File: config.mk
export PLATFORM = sky130hd
export DESIGN_NAME = crc32fc_core
export DESIGN_NICKNAME = d
export VERILOG_FILES = /design/src/hw/rtl/crc32fc_pkg.sv /design/src/hw/rtl/crc32fc_core.sv
export SDC_FILE = /design/constraint.sdc
export NUM_CORES = 1
export LEC_CHECK = 0
export ABC_AREA = 1
export ABC_CLOCK_PERIOD_IN_PS = 3400
export BUFFER_PORTS_ARGS = -buffer_cell sky130_fd_sc_hd__buf_4
export CORE_MARGIN = 2
export CORE_UTILIZATION = 45
export DETAILED_ROUTE_END_ITERATION = 8
export PLACE_DENSITY = 0.75
export SLEW_MARGIN = 20
export SYNTH_ARGS = -nofsm -noshare
export SYNTH_HDL_FRONTEND = slang
export SYNTH_SLANG_ARGS = --single-unit
File: constraint.sdc
create_clock -name clock -period 3.4 [get_ports clock]
set_input_delay 0.51 -clock clock [delete_from_list [all_inputs] [get_ports clock]]
set_output_delay 0.51 -clock clock [all_outputs]
set_load 0.1 [all_outputs]
File: src/hw/rtl/crc32fc_pkg.sv
// Shared types, constants and the byte-wide CRC step for the CRC-32 frame checker.
`timescale 1ns / 1ps

package crc32fc_pkg;

   // Frame format
   localparam int unsigned    HEADER_BYTES = 20;
   localparam logic [31:0]    FRAME_MAGIC  = 32'h4154_4852;

   // Reflected CRC-32
   localparam logic [31:0]    CRC_POLY     = 32'hEDB8_8320;
   localparam logic [31:0]    CRC_ONES     = 32'hFFFF_FFFF;

   // Saturating byte counter
   localparam int unsigned    COUNT_WIDTH  = 17;
   localparam logic [COUNT_WIDTH-1:0] COUNT_MAX = {COUNT_WIDTH{1'b1}};

   // Reset value of the version register
   localparam logic [15:0]    VERSION_RESET = 16'd1;

   // Verdict codes, first failing check wins
   typedef enum logic [2:0] {
      STATUS_OK          = 3'd0,
      STATUS_TOO_SHORT   = 3'd1,
      STATUS_BAD_MAGIC   = 3'd2,
      STATUS_BAD_VERSION = 3'd3,
      STATUS_BAD_LENGTH  = 3'd4,
      STATUS_CRC_ERROR   = 3'd5
   } status_type;

   // One byte transaction held in the input register
   typedef struct packed {
      logic       last;
      logic [7:0] data;
   } item_type;

   // Verdict and header fields for one frame
   typedef struct packed {
      logic [31:0] length;
      logic [31:0] id;
      logic [15:0] kind;
      logic [15:0] version;
      status_type  status;
   } verdict_type;

   // Advance the CRC register by one byte, LSB first
   function automatic logic [31:0] crc_byte(input logic [31:0] crc, input logic [7:0] b);
      logic [31:0] c;
      c = crc ^ {24'd0, b};
      for (int k = 0; k < 8; k++) begin
         c = (c >> 1) ^ (c[0] ? CRC_POLY : 32'd0);
      end
      return c;
   endfunction

endpackage

File: src/hw/rtl/crc32fc_core.sv
// Frame state: header assembly, payload CRC, byte count and verdict logic.
`timescale 1ns / 1ps

module crc32fc_core import crc32fc_pkg::*; #(
   parameter int unsigned MAX_PAYLOAD = 65536
) (
   input  logic        clock,
   input  logic        reset,
   input  logic        take,              // process the item below this cycle
   input  item_type    item,
   input  logic [15:0] expected_version,
   output verdict_type verdict            // valid when take and item.last
);

   localparam logic [31:0] MaxPayloadValue = 32'(MAX_PAYLOAD);

   logic [COUNT_WIDTH-1:0] count_ff, count_in;
   logic [31:0] magic_ff, magic_in;
   logic [15:0] version_ff, version_in;
   logic [15:0] kind_ff, kind_in;
   logic [31:0] id_ff, id_in;
   logic [31:0] length_ff, length_in;
   logic [31:0] hcrc_ff, hcrc_in;
   logic [31:0] crc_ff, crc_in;
   logic [4:0]  hdr_pos;
   logic        in_header;
   logic [31:0] payload_count;

   assign hdr_pos   = count_ff[4:0];
   assign in_header = count_ff < COUNT_WIDTH'(HEADER_BYTES);

   // Fold the byte into the header or the CRC, advance the count
   always_comb begin
      magic_in   = magic_ff;
      version_in = version_ff;
      kind_in    = kind_ff;
      id_in      = id_ff;
      length_in  = length_ff;
      hcrc_in    = hcrc_ff;
      crc_in     = crc_ff;
      if (in_header) begin
         case (hdr_pos) inside
            [5'd0:5'd3]:   magic_in[8*hdr_pos[1:0] +: 8]  = item.data;
            [5'd4:5'd5]:   version_in[8*hdr_pos[0] +: 8]  = item.data;
            [5'd6:5'd7]:   kind_in[8*hdr_pos[0] +: 8]     = item.data;
            [5'd8:5'd11]:  id_in[8*hdr_pos[1:0] +: 8]     = item.data;
            [5'd12:5'd15]: length_in[8*hdr_pos[1:0] +: 8] = item.data;
            [5'd16:5'd19]: hcrc_in[8*hdr_pos[1:0] +: 8]   = item.data;
            default:       hcrc_in = hcrc_ff;
         endcase
      end else begin
         crc_in = crc_byte(crc_ff, item.data);
      end
      count_in = (count_ff == COUNT_MAX) ? count_ff : count_ff + COUNT_WIDTH'(1);
   end

   assign payload_count = 32'(count_in - COUNT_WIDTH'(HEADER_BYTES));

   // Run the checks in priority order on the updated state
   always_comb begin
      verdict.version = version_in;
      verdict.kind    = kind_in;
      verdict.id      = id_in;
      verdict.length  = length_in;
      if (count_in < COUNT_WIDTH'(HEADER_BYTES)) begin
         verdict.status  = STATUS_TOO_SHORT;
         verdict.version = 16'd0;
         verdict.kind    = 16'd0;
         verdict.id      = 32'd0;
         verdict.length  = 32'd0;
      end else if (magic_in != FRAME_MAGIC) begin
         verdict.status = STATUS_BAD_MAGIC;
      end else if (version_in != expected_version) begin
         verdict.status = STATUS_BAD_VERSION;
      end else if (length_in > MaxPayloadValue || length_in != payload_count) begin
         verdict.status = STATUS_BAD_LENGTH;
      end else if ((crc_in ^ CRC_ONES) != hcrc_in) begin
         verdict.status = STATUS_CRC_ERROR;
      end else begin
         verdict.status = STATUS_OK;
      end
   end

   // Update frame state; drop it back to reset values after the last byte
   always_ff @(posedge clock) begin
      if (reset || (take && item.last)) begin
         count_ff   <= '0;
         magic_ff   <= '0;
         version_ff <= '0;
         kind_ff    <= '0;
         id_ff      <= '0;
         length_ff  <= '0;
         hcrc_ff    <= '0;
         crc_ff     <= CRC_ONES;
      end else if (take) begin
         count_ff   <= count_in;
         magic_ff   <= magic_in;
         version_ff <= version_in;
         kind_ff    <= kind_in;
         id_ff      <= id_in;
         length_ff  <= length_in;
         hcrc_ff    <= hcrc_in;
         crc_ff     <= crc_in;
      end
   end

endmodule
==> summary.md <==
| Metric | Value |
|---|---|
| Status | `complete, but fails checks` |
| Failing checks | `negative setup slack` |
| Reg area | `~0.0042 mm²` |
| Synth Cell Area | `0.01619 mm²` |
| FFs w/ async S/R, synth | `0` |
| Die height | `between 150 and 200 µm` |
| CTS max path bufs | `3` |
| DRT antenna net count | `0` |
| Final period utilization | `1.268` |
| Post-DP Area | `0.02163 mm²` |
| Vias in the first global route | `between 20000 and 25000` |
| Most instantiated cells after synthesis | `nand2_1, inv_1, nor2_1` |
| FF+latch count, synth | `209` |
| CTS root buf | `clkbuf_16` |
| Starting DRT DRC Count | `between 2000 and 2500` |
| Post-route DRC violation count | `0` |
| Post-DP HPWL | `47270 µm` |
| Pin count of the biggest net entering global routing | `224` |
| Dominant cells by area after synthesis | `dfxtp_1, nand2_1, o21ai_0` |
| Most common cell in the netlist | `nand2_1` |
| Largest area contributor in the netlist | `dfxtp_1` |
| Hold WS | `0.1899 ns` |
| First-pass GRT wire length | `113700 µm` |
| Relative max-transition margin | `0.3466` |
| Final setup fails | `99` |
| Maximum fanout along the worst path | `8` |
| Yosys top cell area share | `0.2585` |
| Syn-to-layout area delta | `55.80%` |
| Total CTS buffers | `25` |
| H-tree depth | `1` |
| Synth Flop Type | `dfxtp_1` |
| Final Instance Area | `approximately 0.025 mm²` |
| Power Density | `roughly 430 mW/mm²` |
| Synth warnings | `0` |
| Num ports | `127` |
| RSZ-0062 raised after global routing | `yes` |
| Core area | `about 0.035 mm²` |
| Total GRT Usage | `0.3764` |
| Fin util | `0.7108` |
| Clock Skews | `0.01142 ns` |
| EDFF count, synth | `0` |
| # rows | `69` |
| Final WL | `73840 µm` |
| Avg WL per Cell | `19.08 µm` |
| Starting Density | `0.4562` |
| Via density | `5.568` |
| Setup crit start kind | `flop` |
| Hold-fix buffers, CTS | `0` |
| MaxCap Viol Count | `0` |
| Port bufs | `126` |
| Setup slack, reg-to-reg | `0.55 ns` |
| Final worst slack | `-0.9122 ns` |
| VDD IR max | `0.4527 mV` |
| Post-synthesis cell type count | `48` |
| Achievable Freq | `231.9 MHz` |
| Most used cell, CP | `nand2_1` |
| Max-slew violation count | `0` |
| # placed instances | `3766` |
| Leak | `12.61 nW` |
| Worst Path Arrival | `3.80 ns` |
| HP Class | `in -> reg` |
| Layout Cells excl Fill | `a little under 4000` |
| Crit path max-delay family | `simple AND/OR/NAND/NOR gates` |
| Register area share after synthesis | `0.2585` |
| Syn_nets | `2890` |
| Post-route minimum period | `4.312 ns` |
| Worst path bufs/invs | `7` |
| Final Hold Viols | `0` |
| Die W | `193.7 µm` |
| Worst EP required | `2.89 ns` |
| DRT Pass-1 Iters | `6` |
| Share of layout cells above drive strength 1 | `0.3039` |
| Initial antenna violation count | `0` |
| Final GP Congestion | `1.014` |
| Clock Pin Slew Worst Setup and Hold Paths | `0.07 ns` |
| Total grt overflow | `0` |
| Final Total Pwr | `10.73 mW` |
| Vias | `21550` |
| CP max stage delay | `0.36 ns` |
| Max stage delay cell, worst path | `dfxtp_4` |
| Worst-margin pin slew | `0.9801 ns` |
| Total Nets Final | `3428` |
| Critical setup path kind | `reg -> out` |
| Multi-input logic area | `roughly 0.011 mm²` |
| Syn Inst Count | `2854` |
| Post-synthesis average cell area | `5.672 µm²` |
| Worst path cell trace | `buf_6 > ha_4 > inv_4 > nor2_4 > ha_4 > inv_2 > nand2_1 > nand2_2 > nand3_1 > inv_2 > buf_4 > nand3_1 > nand2_1 > nand2_1 > nand2_1 > nand3_1 > nor2_1 > nand2_1 > nor2_1 > nand2_2 > nor3_4 > buf_6 > nor2_4 > buf_12` |
| Die area | `0.03751 mm²` |
| CTS tree | `done` |
| CP Capture Type | `primary output` |
| Clock Latency Late Sink | `0.56 ns` |
| Clock sink total | `209` |
| FILL cells | `approximately 2800` |
-- placed cells by master, fill, tap and decap left out, types with 6 or more instances in the layout --
cell	Yosys	routed
nand2_1	968	902
buf_4	9	483
inv_1	314	300
o21ai_0	262	257
a21oi_1	224	207
dfxtp_1	209	207
nor2_1	308	189
buf_12	0	133
nand3_1	132	123
nor2_4	7	110
nand2_2	15	66
o21ai_1	42	38
inv_2	23	29
xor2_1	28	27
clkbuf_16	0	26
buf_6	11	25
nor2_2	8	24
a21oi_2	15	23
nand4_1	22	22
o211ai_1	22	22
nand2_4	2	16
xnor2_1	16	16
mux2i_1	15	15
o21a_1	13	13
buf_16	0	11
a21oi_4	1	10
nand3_4	5	9
o21ai_2	0	9
nand3_2	3	8
clkbuf_8	0	8
inv_4	1	6
clkinv_1	7	6
clkinv_2	0	6
-- area by class of cell --
class	count	area share
antenna	1	0.00009922
clock buffer	39	0.03091
clock inverter	5	0.001588
inverter	345	0.05244
multi-input combinational	2155	0.4510
sequential	209	0.1662
tap	461	0.02287
timing repair buffer	656	0.2749
-- metal layers --
| metal | global-route usage | vias to the layer above | part of all wire |
|---|---|---|---|
| met5 | 0 | - | 0 |
| met4 | 0.1558 | 0 | 0.048 |
| met3 | 0.06592 | 244 | 0.092 |
| met2 | 0.6286 | 1150 | 0.46 |
| met1 | 0.4795 | 10050 | 0.40 |
| li1 | - | 10110 | - |
-- kinds of logic after synthesis --
| group | Yosys count | share of synthesized area |
|---|---|---|
| AOI/OAI and AO/OA | 587 | 0.1926 |
| muxes | 15 | 0.009275 |
| and+or+nand+nor | 1499 | 0.3841 |
| DFF | 209 | 0.2585 |
| xor gates and xnor gates | 46 | 0.02582 |
| adders and majority gates | 8 | 0.006184 |
| buffers and inverters | 490 | 0.1235 |
-- flip-flops by register name, indices dropped and copies added, names as in the netlist --
register,cells
crc_ff,32
magic_ff,32
count_ff,17
length_ff,32
id_ff,32
hcrc_ff,32
kind_ff,16
version_ff,16
-- repair_timing --
item	4_1_cts	5_1_grt
endpoints found under the setup margin	99	99
pin swaps	62	64
gates resized for setup	446	119
cloned	17	0
setup buffers	42	16
-- worst paths after layout --
path	start	endpoint	cells after the start
setup / recovery	count_ff[0]$_SDFFE_PP0P_	verdict[2]	24
hold reg to reg	id_ff[12]$_SDFFE_PP0P_	id_ff[12]$_SDFFE_PP0P_	2
setup reg to reg	count_ff[0]$_SDFFE_PP0P_	id_ff[8]$_SDFFE_PP0P_	19
hold / removal	take	version_ff[8]$_SDFFE_PP0P_	2
-- stage by stage --
stage	worst slack, ns	setup TNS [ns]
floorplan	-0.03250	-0.03250
global placement	-0.4961	-1.132
detailed placement	-0.5125	-4.467
CTS	-0.7692	-50.41
global route	-1.040	-63.13
finish	-0.9122	-52.70
-- power by group --
part / switching, mW / total (mW) / internal (mW) / leakage (nW)
clock network: 1.20 / 2.78 / 1.58 / 0.409
registers: 0.122 / 2.73 / 2.61 / 1.72
logic: 3.19 / 5.23 / 2.04 / 10.5
(Power assumes the default switching activity.)
